File: src/hdl/subword_token_detokenizer_assert.svh
// Assertion macros for the detokenizer.
// Used by the top level; depends on nothing else.
`ifndef SUBWORD_TOKEN_DETOKENIZER_ASSERT_SVH
`define SUBWORD_TOKEN_DETOKENIZER_ASSERT_SVH
`define STD_ASSERT_IMPL(lbl, clk, rst_n, a, c) \
    lbl: assert property (@(posedge clk) disable iff (!rst_n) (a) |-> (c)) \
        else $error("assertion failed");
`define STD_ASSERT_NEXT(lbl, clk, rst_n, a, c) \
    lbl: assert property (@(posedge clk) disable iff (!rst_n) (a) |=> (c)) \
        else $error("assertion failed");
`endif

File: src/hdl/std_ram.sv
// Generic single-port RAM with registered read.
// No dependencies.
`timescale 1ns / 1ps
`default_nettype none
module std_ram #(
    parameter int WIDTH = 8,
    parameter int DEPTH = 256
) (
    input  wire                      i_clk,
    input  wire                      i_we,
    input  wire  [$clog2(DEPTH)-1:0] i_addr,
    input  wire  [WIDTH-1:0]         i_wdata,
    output logic [WIDTH-1:0]         o_rdata
);
    logic [WIDTH-1:0] r_mem [DEPTH];
    always_ff @(posedge i_clk) begin
        if (i_we) r_mem[i_addr] <= i_wdata;
        o_rdata <= r_mem[i_addr];
    end
endmodule
`default_nettype wire

File: config.mk
export PLATFORM = sky130hd
export DESIGN_NAME = std_ram
export DESIGN_NICKNAME = d
export VERILOG_FILES = /design/src/hdl/subword_token_detokenizer_assert.svh /design/src/hdl/std_ram.sv
export SDC_FILE = /design/constraint.sdc
export NUM_CORES = 2
export LEC_CHECK = 0
export BUFFER_PORTS_ARGS = -buffer_cell sky130_fd_sc_hd__buf_2
export CAP_MARGIN = 40
export CORE_ASPECT_RATIO = 1.75
export CORE_MARGIN = 2
export CORE_UTILIZATION = 40
export CTS_CLUSTER_SIZE = 8
export DETAILED_ROUTE_END_ITERATION = 7
export HOLD_SLACK_MARGIN = 0.05
export PLACE_DENSITY = 0.52
export SLEW_MARGIN = 20
export SYNTH_ARGS = -nofsm -noshare
export SYNTH_HDL_FRONTEND = slang
export SYNTH_SLANG_ARGS = --single-unit
File: constraint.sdc
create_clock -name i_clk -period 4.65 [get_ports i_clk]
set_clock_uncertainty 0.15 [all_clocks]
set_input_delay 0.2325 -clock i_clk [delete_from_list [all_inputs] [get_ports i_clk]]
set_output_delay 0.2325 -clock i_clk [all_outputs]
set_load 0.02 [all_outputs]
==> run summary <==
Status -> finished, final reports clean
Max Clock Freq -> 301 MHz
Fin nets -> 4,022
WP data arrival -> 3.87 ns
# Post-CTS Setup Buffers -> 0
Final Util -> 0.470
Num CTS Buffers -> 298
Initial Utilization -> 0.401
Pwr Density -> 449 nW/um^2
Area of the multi-input gates -> 15,800 um^2
Skew-Pair Late Insertion Delay -> 0.82 ns
Synth cell types -> 22
Max IR drop VDD -> 0.242 mV
Final WL -> 213,000 um
CTS Root Cell -> clkbuf_16
Grt met1 use -> 0.243
Final WS setup -> 1.32 ns
GR Util met2 -> 0.399
Top-count cell post-synth -> edfxtp_1
Post-synth top flop -> edfxtp_1
IO buf count -> 25
Overflow after GRT -> 0
Post-Synth XOR/XNOR Area -> 0
Syn_nets -> 3,565
CP startpoint kind -> primary input
Worst Hold Class -> in -> reg
Cell Area, Synth -> 78,500 um^2
Cells on worst reg2reg path -> 6
Logic pwr share -> 0.044
Final Setup Violations -> 0
Largest net degree at the start of global routing -> 185
Seq/Total Area, Yosys -> 0.786
Met3 Use GR -> 0.0268
Fin. Hold Viols -> 0
Global-route wire length before repair -> 302,000 um
Clock sinks -> 2,056
Post-Synth Simple-Gate Area -> 0.0173
Placeable Area -> 196,000 um^2
Crit end category -> flip-flop
DRC viols -> 0
Post-synthesis mux area share -> 0.147
WP data required -> 5.19 ns
Pre-CTS setup slack -> 0.450 ns
FP Rows -> 215
Final worst-path cycle share -> 0.715
Leak Pwr -> 0.0286 uW
Crit-path cells -> buf_8 > buf_12 > buf_4 > mux4_2 > a22oi_1 > a21oi_1 > o41ai_1 > buf_4 > nand4_1
Die Height -> 590 um
Initial antenna violation count -> 8
H-tree depth -> 5
FF+latch area -> 61,700 um^2
Most instantiated cells after synthesis -> edfxtp_1, mux4_2, a22oi_1
I/O pin cnt -> 26
Area of the die -> 200,000 um^2
Busiest layer in global routing -> met2
Post-route minimum period -> 3.33 ns
CP max stage delay -> 0.75 ns
Final Total Pwr -> 41,200 uW
Clk buf depth -> 4
Layout cells sized above 1 -> 0.302
Area Growth Syn to Fin -> 17.1%
Post-Synthesis Cells -> 3,547
GRT Util Overall -> 0.211
Power share of the clock group -> 0.458
RSZ-0062 raised after global routing -> no
Switching pwr -> 8530 uW
1st-pass router iterations -> 6
Yosys reg bits -> 2,056
WHS -> 0.193 ns
Top post-synthesis cells by area -> edfxtp_1, mux4_2, a22oi_1
Worst-Margin Slew -> 1.14 ns
Post-synth EDFFs -> 2,048
Fillers -> 16,100
Initial drt markers -> 3,536
Async S/R FF share, synth -> 0
Vias -> 38,000
Sequential Power Share -> 0.497
Largest family of logic cells by synthesized area -> multiplexers
CTS tree -> built
Setup TNS -> 0 ns
Post-synth top area cell -> edfxtp_1
Clock-pin slew on the worst setup and hold paths -> 0.05 ns
Die Width -> 339 um
Hold Crit Depth -> 2
Syn_area_per_cell -> 22.1 um^2
Yosys top cell area share -> 0.783
CP most frequent cell -> buf_4
Yosys warns -> 0
Switch share -> 0.207
Compound-Gate Fraction of Synth Area -> 0.0362
Slowest-stage cell, CP -> o41ai_1
Crit-path max FO -> 56
Dpl hpwl -> 131,000 um
Adder-cell share of the synthesized area -> 0
GP Congestion -> 0.783
Count of antenna-violating nets left after detailed routing -> 0
Wire per inst -> 32.0 um
Internal power -> 32,700 uW
Max-cap violations -> 0
Worst relative slew slack -> 0.240
Vias per inst -> 5.71
Pins Over Slew Limit -> 0
Vias in the first global route -> 40,900
CP Class -> in -> reg
==> layout by cell type, fill, tap and decap left out, types with 27 or more instances in the layout <==
cell,count
nand2_1,27
nor3_1,30
edfxtp_1,2048
clkbuf_16,307
mux4_2,512
nor2_1,230
a21oi_1,128
a22oi_1,256
buf_4,322
o41ai_1,31
==> worst max-delay path: cells and delay by family <==
family | cells | cell delay, ns
compound gates | 3 | 1.30
simple gates | 1 | 0.09
buf+inv | 4 | 1.57
mux | 1 | 0.54
==> power by group through the flow <==
stage | clock (uW) | combinational [uW] | sequential [uW]
final | 18900 | 1830 | 20500
after global routing | 20000 | 1930 | 20500
after floorplan | 0 | 908 | 20800
after CTS | 19300 | 1880 | 20500
after global placement | 0 | 1830 | 20800
after detailed placement | 0 | 1870 | 20800
==> area by class of cell <==
class                   count  share of cell area
multi-input cells        1258               0.172
inverters                   1           0.0000408
diodes                      3           0.0000816
flip-flops and latches   2056               0.671
well taps                2604              0.0354
clock buffers             328              0.0844
clock inverters             9             0.00118
repair buffers            389              0.0364
==> what timing repair did <==
action,CTS,global route
hold buffers,11,0
gates resized for setup,0,0
endpoints found under the hold margin,765,0
==> cells by family after synthesis <==
logic type / Yosys count
AOI/OAI and AO/OA: 416
buffers and inverters: 233
DFF: 2056
muxes: 512
and+or+nand+nor: 330
==> routing by layer <==
| layer | up-vias | share of wire |
|---|---|---|
| li1 | 15900 | - |
| met1 | 20600 | 0.36 |
| met2 | 1173 | 0.56 |
| met3 | 336 | 0.045 |
| met4 | 2 | 0.036 |
| met5 | - | 0.000061 |
==> sequential cells by signal (all words and copies together) (netlist names) <==
register / flops
o_rdata: 8
r_mem: 2048
==> worst paths after layout <==
kind	slack, ns	endpoint	from
worst max-delay path	1.32	o_rdata[6]	i_addr[0]
worst min-delay path	0.19	r_mem[115][0]	i_wdata[0]
worst max register to register	1.54	o_rdata[6]	r_mem[44][6]
worst min register to register	0.83	o_rdata[3]	r_mem[74][3]
==> metrics by stage <==
step / instances / instance area, um^2
after floorplan: 3547 / 78500
after global placement: 6208 / 83200
after detailed placement: 6256 / 83600
after CTS: 6604 / 91600
after global routing: 6646 / 91900
final: 6648 / 91900
Note: power is estimated with default switching activity, not from simulation.
